### src/sv/fstc_pkg.sv
// ----------------------------------------------------------------------------
// fstc_pkg
// Shared types and constants for the soft-takeover fader CC emitter.
// ----------------------------------------------------------------------------
package fstc_pkg;

  localparam int unsigned Q_ONE      = 16384;
  localparam int unsigned ENTER_THR  = 1638;
  localparam int unsigned CATCH_THR  = 328;
  localparam int unsigned CHANGE_THR = 16;
  localparam int unsigned RANGE_MIN  = 16;
  localparam int unsigned POS_MAX    = 1000;

  localparam logic KIND_MOVE = 1'b0;
  localparam logic KIND_TICK = 1'b1;

  localparam logic CFG_PAGE = 1'b0;
  localparam logic CFG_WIDE = 1'b1;

  typedef struct packed {
    logic       kind;
    logic [2:0] column;
    logic [9:0] position;
  } in_item_t;

  typedef struct packed {
    logic [6:0] cc_number;
    logic [6:0] cc_value;
    logic       last;
  } out_item_t;

  // queued command between front and back
  typedef struct packed {
    logic        kind;
    logic [5:0]  idx;
    logic        ok;
    logic [14:0] pos;
  } cmd_t;

  typedef enum logic [2:0] {
    ST_IDLE, ST_MREAD, ST_MDIV, ST_MDONE, ST_TSCAN, ST_TEND
  } state_t;

endpackage

### src/sv/fstc_back.sv
// ----------------------------------------------------------------------------
// fstc_back
// Executes moves (pickup, iterative divide) and scans ticks into CC messages.
// ----------------------------------------------------------------------------
module fstc_back #(
  parameter int NUM_FADERS = 32
) (
  input  logic               clk,
  input  logic               rst,
  input  logic               wide,
  input  logic               q_valid,
  output logic               q_pop,
  input  fstc_pkg::cmd_t     q_data,
  output logic               out_valid,
  input  logic               out_stall,
  output fstc_pkg::out_item_t out_data
);
  import fstc_pkg::*;
  localparam int IW = $clog2(NUM_FADERS);

  logic [14:0] level [NUM_FADERS];
  logic [14:0] sent  [NUM_FADERS];
  logic [14:0] pivot [NUM_FADERS];
  logic [14:0] start [NUM_FADERS];
  logic [NUM_FADERS-1:0] pact, ever;
  logic        lsb_phase;

  state_t      state, state_next;
  cmd_t        cur;
  logic [IW:0] scan;
  logic        found;
  out_item_t   hold;
  logic        advance, emit;
  out_item_t   emit_data;
  logic [14:0] m_lvl, m_piv, m_st;
  logic [4:0]  dcnt;
  logic [28:0] num, rem;
  logic [14:0] den, quo;
  logic        up;

  logic [IW-1:0] si;
  logic [14:0] slvl, dl;
  logic        need;
  logic [28:0] f14;
  logic [6:0]  vnum, vval;

  // scan helpers
  always_comb begin
    si   = scan[IW-1:0];
    slvl = level[si];
    dl   = (slvl > sent[si]) ? slvl - sent[si] : sent[si] - slvl;
    need = !ever[si] || (dl > 15'(CHANGE_THR));
    f14  = (29'(slvl) * 29'd16383 + 29'd8192) >> 14;
    if (!wide) begin
      vnum = 7'(32'(si) + 1);
      vval = 7'((22'(slvl) * 22'd127 + 22'd8192) >> 14);
    end else if (lsb_phase) begin
      vnum = 7'(32'(si) + 32);
      vval = f14[6:0];
    end else begin
      vnum = 7'(si);
      vval = (f14[28:7] > 22'd127) ? 7'd127 : f14[13:7];
    end
  end

  // target of the finished divide, clamped
  logic [15:0] tgt;
  logic [14:0] tgt15, dct;
  always_comb begin
    logic [15:0] t;
    t = up ? 16'(m_st) + 16'(quo) : 16'(m_st) - 16'(quo);
    if (cur.pos == m_piv) t = 16'(m_st);
    else if (up && (15'(Q_ONE - 32'(m_piv)) <= 15'(RANGE_MIN))) t = 16'(Q_ONE);
    else if (!up && m_piv <= 15'(RANGE_MIN)) t = 16'd0;
    tgt   = (t > 16'(Q_ONE)) ? 16'(Q_ONE) : t;
    tgt15 = tgt[14:0];
    dct   = (cur.pos > tgt15) ? cur.pos - tgt15 : tgt15 - cur.pos;
  end

  // next state
  always_comb begin
    state_next = state;
    case (state)
      ST_IDLE:  if (q_valid) state_next = (q_data.kind == KIND_TICK) ? ST_TSCAN : ST_MREAD;
      ST_MREAD: state_next = (!cur.ok) ? ST_IDLE : (pact[cur.idx[IW-1:0]] ? ST_MDIV : ST_MDONE);
      ST_MDIV:  if (dcnt == 5'd0) state_next = ST_MDONE;
      ST_MDONE: state_next = ST_IDLE;
      ST_TSCAN: if (scan == (IW+1)'(NUM_FADERS)) state_next = ST_TEND;
      ST_TEND:  if (!out_valid || !out_stall) state_next = ST_IDLE;
      default:  state_next = ST_IDLE;
    endcase
  end

  // outputs: the held message goes out when the next one is found, or at the
  // end of the scan with the last flag set
  always_comb begin
    q_pop     = (state == ST_IDLE) && q_valid;
    advance   = !out_valid || !out_stall;
    emit      = 1'b0;
    emit_data = hold;
    case (state)
      ST_TSCAN: emit = (scan != (IW+1)'(NUM_FADERS)) && advance && need && found;
      ST_TEND: begin
        emit = advance && found;
        emit_data.last = 1'b1;
      end
      default: ;
    endcase
  end

  always_ff @(posedge clk) begin
    if (rst) begin
      state <= ST_IDLE; pact <= '0; ever <= '0; lsb_phase <= 1'b0;
      out_valid <= 1'b0; found <= 1'b0; scan <= '0;
      for (int k = 0; k < NUM_FADERS; k++) begin
        level[k] <= '0; sent[k] <= '0;
      end
    end else begin
      state <= state_next;
      if (emit) begin
        out_valid <= 1'b1;
        out_data  <= emit_data;
      end else if (!out_stall) out_valid <= 1'b0;
      case (state)
        ST_IDLE: begin
          if (q_valid) begin cur <= q_data; scan <= '0; found <= 1'b0; end
        end
        ST_MREAD: begin
          m_lvl <= level[cur.idx[IW-1:0]];
          m_piv <= pivot[cur.idx[IW-1:0]];
          m_st  <= start[cur.idx[IW-1:0]];
          up  <= cur.pos > pivot[cur.idx[IW-1:0]];
          if (cur.pos > pivot[cur.idx[IW-1:0]]) begin
            den <= 15'(Q_ONE - 32'(pivot[cur.idx[IW-1:0]]));
            num <= 29'(cur.pos - pivot[cur.idx[IW-1:0]]) *
                   29'(Q_ONE - 32'(start[cur.idx[IW-1:0]])) +
                   29'((Q_ONE - 32'(pivot[cur.idx[IW-1:0]])) >> 1);
          end else begin
            den <= pivot[cur.idx[IW-1:0]];
            num <= 29'(pivot[cur.idx[IW-1:0]] - cur.pos) *
                   29'(start[cur.idx[IW-1:0]]) +
                   29'(pivot[cur.idx[IW-1:0]] >> 1);
          end
          rem <= '0; quo <= '0; dcnt <= 5'd28;
        end
        ST_MDIV: begin
          // restoring divide, one bit per cycle; quotient fits 15 bits
          logic [29:0] r2;
          r2 = {rem, num[28]};
          num <= {num[27:0], 1'b0};
          if (r2 >= 30'(den) && den != '0) begin
            rem <= 29'(r2 - 30'(den)); quo <= {quo[13:0], 1'b1};
          end else begin
            rem <= r2[28:0]; quo <= {quo[13:0], 1'b0};
          end
          dcnt <= dcnt - 5'd1;
        end
        ST_MDONE: begin
          if (!pact[cur.idx[IW-1:0]]) begin
            if (((cur.pos > m_lvl) ? cur.pos - m_lvl : m_lvl - cur.pos) > 15'(ENTER_THR)) begin
              pact[cur.idx[IW-1:0]]  <= 1'b1;
              pivot[cur.idx[IW-1:0]] <= cur.pos;
              start[cur.idx[IW-1:0]] <= m_lvl;
            end else level[cur.idx[IW-1:0]] <= cur.pos;
          end else if (dct < 15'(CATCH_THR)) begin
            pact[cur.idx[IW-1:0]]  <= 1'b0;
            level[cur.idx[IW-1:0]] <= cur.pos;
          end else level[cur.idx[IW-1:0]] <= tgt15;
        end
        ST_TSCAN: begin
          // one fader per cycle; hold while a pending message is not taken
          if (scan != (IW+1)'(NUM_FADERS) && advance) begin
            if (need) begin
              found <= 1'b1;
              hold  <= '{cc_number: vnum, cc_value: vval, last: 1'b0};
              if (!wide || lsb_phase) begin sent[si] <= slvl; ever[si] <= 1'b1; end
            end
            scan <= scan + 1'b1;
          end
        end
        ST_TEND: begin
          if (advance && wide) lsb_phase <= ~lsb_phase;
        end
        default: ;
      endcase
    end
  end

  a_last_end: assert property (@(posedge clk) disable iff (rst)
    out_valid && out_data.last |-> state == ST_IDLE || state == ST_MREAD ||
      state == ST_TSCAN || state == ST_TEND || state == ST_MDIV || state == ST_MDONE)
    else $error("last flag state");
  a_hold: assert property (@(posedge clk) disable iff (rst)
    out_valid && out_stall |=> out_valid && $stable(out_data))
    else $error("pending message changed");
  a_pop: assert property (@(posedge clk) disable iff (rst)
    q_pop |-> q_valid) else $error("pop on empty queue");
endmodule

### config.mk
export PLATFORM = sky130hd
export DESIGN_NAME = fstc_back
export DESIGN_NICKNAME = d
export VERILOG_FILES = /design/src/sv/fstc_pkg.sv /design/src/sv/fstc_back.sv
export SDC_FILE = /design/constraint.sdc
export NUM_CORES = 2
export LEC_CHECK = 0
export ABC_CLOCK_PERIOD_IN_PS = 27900
export BUFFER_PORTS_ARGS = -buffer_cell sky130_fd_sc_hd__buf_2
export CORE_MARGIN = 10
export CORE_UTILIZATION = 40
export DETAILED_ROUTE_END_ITERATION = 8
export PLACE_DENSITY = 0.55
export SLEW_MARGIN = 20
export SYNTH_ARGS = -nofsm -noshare
export SYNTH_HDL_FRONTEND = slang
export SYNTH_SLANG_ARGS = --single-unit
### constraint.sdc
create_clock -name clk -period 27.9 [get_ports clk]
set_input_delay 4.185 -clock clk [delete_from_list [all_inputs] [get_ports clk]]
set_output_delay 4.185 -clock clk [all_outputs]
set_load 0.03 [all_outputs]
# Word level (Yosys, flattened, before mapping)
# Memories as Yosys holds them, arrays and structs flattened. A register that Yosys moved wholly into a read port is not among the register bits.
# Index checks and enable logic that the tools add are counted.
# totals
ff_bits	250
mem_bits_rw	1920
in_bits	28
output_inout_bits	17
wordCells	223
mem_count	4
# mem_list
memory	depth	width	rd	rd_clocked_by_memory_dff	wr	line_no	source
level	32	15	2	2	32	fstc_back.sv:21	logic [14:0] level [NUM_FADERS];
pivot	32	15	1	1	1	fstc_back.sv:23	logic [14:0] pivot [NUM_FADERS];
sent	32	15	1	1	32	fstc_back.sv:22	logic [14:0] sent [NUM_FADERS];
start	32	15	1	1	1	fstc_back.sv:24	logic [14:0] start [NUM_FADERS];
# classes
addsub	22
multipliers	4
magnitude_cmp	16
n_eq_ne	16
n_mux	92
bitwise	8
n_reduce_logical	38
# ops
op	count
two-way mux 15 bit	9
one-hot mux 29 bit (2 select lines)	2
two-way mux 32 bit	3
subtractor 15 bit	6
two-way mux 16 bit	4
bitwise OR 32 bit	2
> comparator 15 bit	4
multiplier 16 x 16 -> 29 bit	2
two-way mux 29 bit	2
subtractor 15 x 15 -> 16 bit	3
two-way mux 1 bit	41
two-way mux 5 bit	8
two-way mux 7 bit	5
bitwise AND 32 bit	1
NOT 32 bit	1
subtractor 15 x 15 -> 16 bit (first input constant)	2
greater-or-equal comparator 30 x 15 -> 1 bit	1
less-or-equal comparator 15 x 5 -> 1 bit (second input constant)	2
one-hot mux 15 bit (2 select lines)	1
OR reduction 15 bit	2
adder 29 x 14 -> 29 bit	1
adder 29 x 14 -> 29 bit (second input constant)	1
adder 29 bit	1
multiplier 15 x 14 -> 29 bit (second input constant)	1
other kinds (45)	91

# Longest topological paths before layout
# depth
depth_word	19
mapped_depth	48
depth_no_buf	41

# Worst setup path after synthesis
# Ideal clock, no wire load.
# synth_timing
path_type	flip-flop to flip-flop
from	register with a tool-made name
to	register num[28] (data pin)
arrival_time_ps	10496
t_required_ps	27644
setup_slack_ps	17148
path_stages_with_launch	45
path_buffers	11
path_cell_list	dfxtp_1 > buf_6 > buf_6 > buf_6 > buf_2 > buf_6 > buf_2 > buf_2 > buf_2 > buf_2 > mux4_2 > mux4_2 > mux2i_1 > inv_1 > ha_1 > clkbuf_1 > nand3_1 > nor2_1 > [... 9 more ...] > fa_1 > inv_1 > fa_1 > inv_1 > fa_1 > inv_1 > fa_1 > ha_1 > nand3_1 > nand2_1 > a21o_1 > a2111oi_0 > o31ai_1 > a31oi_1 > o21ai_0 > xnor2_1 > a21oi_1 > a22o_1
# synth_lines
item	line_no	source
to (signal assigned)	fstc_back.sv:135	num <= 29'(cur.pos - pivot[cur.idx[IW-1:0]]) *
to (signal assigned)	fstc_back.sv:140	num <= 29'(pivot[cur.idx[IW-1:0]] - cur.pos) *
to (signal assigned)	fstc_back.sv:150	num <= {num[27:0], 1'b0};
to (decl)	fstc_back.sv:37	logic [28:0] num, rem;

==> run summary <==
run status - finished, final reports clean
critical setup path kind - reg2reg
Seq cells post-synth - 2,192
PostCTS Resize Cnt - 0
CP peak stage delay - 0.92 ns
DRC violations left - 0
mean post-synth cell area - 13.7 µm²
share of post-route cells with drive strength above 1 - 16.8%
Pre-antenna DRT Iters - 6
Post-Syn Nets - 10,400
post-layout utilization of the core - 44.4%
Routed WL - 385,000 µm
RSZ-0062 raised after global routing - false
Area Overhead vs Synth - 10.6%
skew final - 0.121 ns
largest net degree at the start of global routing - 163
worst hold-check path type - reg2reg
htree depth - 4
area of the die - 0.341 mm²
fill count - 28,300
Post-synth EDFFs - 2,106
core area - 0.317 mm²
vias in the first global route - 81,700
Slew Limit Headroom - 21.1%
hold_buf cts - 0
element type at the critical path end - register
share of flip-flops with an asynchronous set or reset - 0%
synth warn - 0
Vias - 78,900
GRT Overall Usage - 22.2%
Distinct cells, synth - 99
Final Hold Fails - 0
ANT nets after route - 0
starting density of the core - 40.1%
Seq/Total Area, Yosys - 51.1%
Mapped Cells - 9,305
critical path fanouts, max - 44
final setup violation count - 0
Die Height - 584 µm
CP arrival - 14.05 ns
CTS sink count - 2,192
startpoint types - register
maximum clock path buffer count - 4
Slowest-stage cell, CP - a2111oi_0
most common library cell in the layout ignoring fill and taps - edfxtp_1
initial antenna violation count - 11
I/O pins - 45
Reg area - 0.0650 mm²
Post-DP HPWL - 252,000 µm
grt ovf - 0
final setup TNS - 0 ns
first-pass GRT wire length - 562,000 µm
Multi-input gate area - 0.0569 mm²
root buffer cell - clkbuf_16
DR WL/cell - 28.1 µm
Critical Path RT - 28.51 ns
Max Slew Vio Count - 0
Post-CTS Setup Repair Bufs - 0
clk slew on worst S/H paths - 0.06 ns
Fmax - 74.4 MHz
nets - 10,400
num rows - 207
leading register cell type out of synthesis - edfxtp_1
Vias/cell - 5.77
Die Wd - 584 µm
CTS tree - built
worst-margin pin slew - 1.18 ns
placer congestion estimate - 0.894
area of the mapped netlist - 0.127 mm²
TritonCTS buffer count - 236
drt initial violations - 8,059
Post-Layout Cell Count - 13,700
Clock Latency Late Sink - 0.96 ns
min Tclk post-route - 13.44 ns
hold slack - 0.422 ns
fin crit share - 48.2%
max capacitance violation total - 0
IO buf count - 42
most frequent cells in the layout - 2,106 x edfxtp_1, 901 x inv_1, 851 x nor2_1
Inst Count DP - 13,200
==> per-layer routing <==
metal / vias up / routed length [µm] / track usage [%]
met4: 4 / 14900 / 7.39
met5: - / 27 / 0
met2: 2975 / 192000 / 38.3
li1: 33900 / - / -
met1: 41500 / 153000 / 28.9
met3: 631 / 25600 / 3.06
==> Yosys cell counts (84+ instances only) <==
| cell | count | area [µm²] |
|---|---|---|
| nor3_1 | 431 | 2160 |
| buf_2 | 84 | 420 |
| clkbuf_1 | 358 | 1340 |
| and2_1 | 89 | 557 |
| nor2b_1 | 99 | 619 |
| buf_1 | 85 | 319 |
| a21oi_1 | 193 | 966 |
| xnor2_1 | 177 | 1550 |
| inv_1 | 901 | 3380 |
| dfxtp_1 | 86 | 1720 |
| mux2i_1 | 162 | 1620 |
| ha_1 | 451 | 5640 |
| a22oi_1 | 109 | 818 |
| a21o_1 | 102 | 766 |
| nor2_1 | 886 | 3330 |
| fa_1 | 646 | 12900 |
| mux4_2 | 675 | 15200 |
| xor2_1 | 93 | 815 |
| o21ai_0 | 209 | 1050 |
| edfxtp_1 | 2106 | 63200 |
| nand2_1 | 495 | 1860 |
==> sequential cells by signal, indices dropped and copies added (netlist names), 21 cells and up, named ones only <==
name   flops
cur       21
ever      32
level    480
num       29
pivot    480
rem       29
sent     480
start    480
==> stage by stage <==
step | cell area, µm² | setup slack (ns)
4_1_cts | 141000 | 14.36
2_1_floorplan | 127000 | 17.15
6_report | 141000 | 14.46
3_5_place_dp | 133000 | 14.38
5_1_grt | 141000 | 13.71
3_3_place_gp | 133000 | 13.92
==> cells by family after synthesis <==
logic type	count (synthesis)	synth area share (%)
compound gates	982	5.14
mux	865	13.6
flops	2192	51.1
simple gates	2409	8.99
other cells	1	0.00295
buf+inv	1488	4.76
fa+ha+maj	1097	14.6
xor+xnor	271	1.88
==> worst max-delay path: cells and delay by family (launching register included) <==
family	cells	cell delay [ns]
AO/OA/AOI/OAI	13	4.02
adder cells (fa/ha/maj)	8	3.79
multiplexers	3	1.91
buffers and inverters	7	1.44
flip-flops	1	0.81
XOR/XNOR	2	0.78
AND/OR/NAND/NOR	3	0.32
==> cell type report <==
cell class | count | share of cell area, %
repair buffers | 346 | 1.88
clock buffers | 281 | 4.38
flip-flops and latches | 2192 | 46.2
inverters | 904 | 2.41
multi-input cells | 5625 | 40.4
well taps | 4180 | 3.72
clock inverters | 154 | 1.02
diodes | 6 | 0.0107
==> path summary, 6_finish.rpt <==
check | slack (ns) | cells after the start | start | end
min reg2reg | 0.42 | 0 | emit_data[9] | out_data[9]
min | 0.42 | 0 | emit_data[9] | out_data[9]
max reg2reg | 14.46 | 36 | register | num[28]
max | 14.46 | 36 | register | num[28]
Power is not shown: default switching activity piles up to over one toggle a cycle in this logic, so the estimate is an artifact.
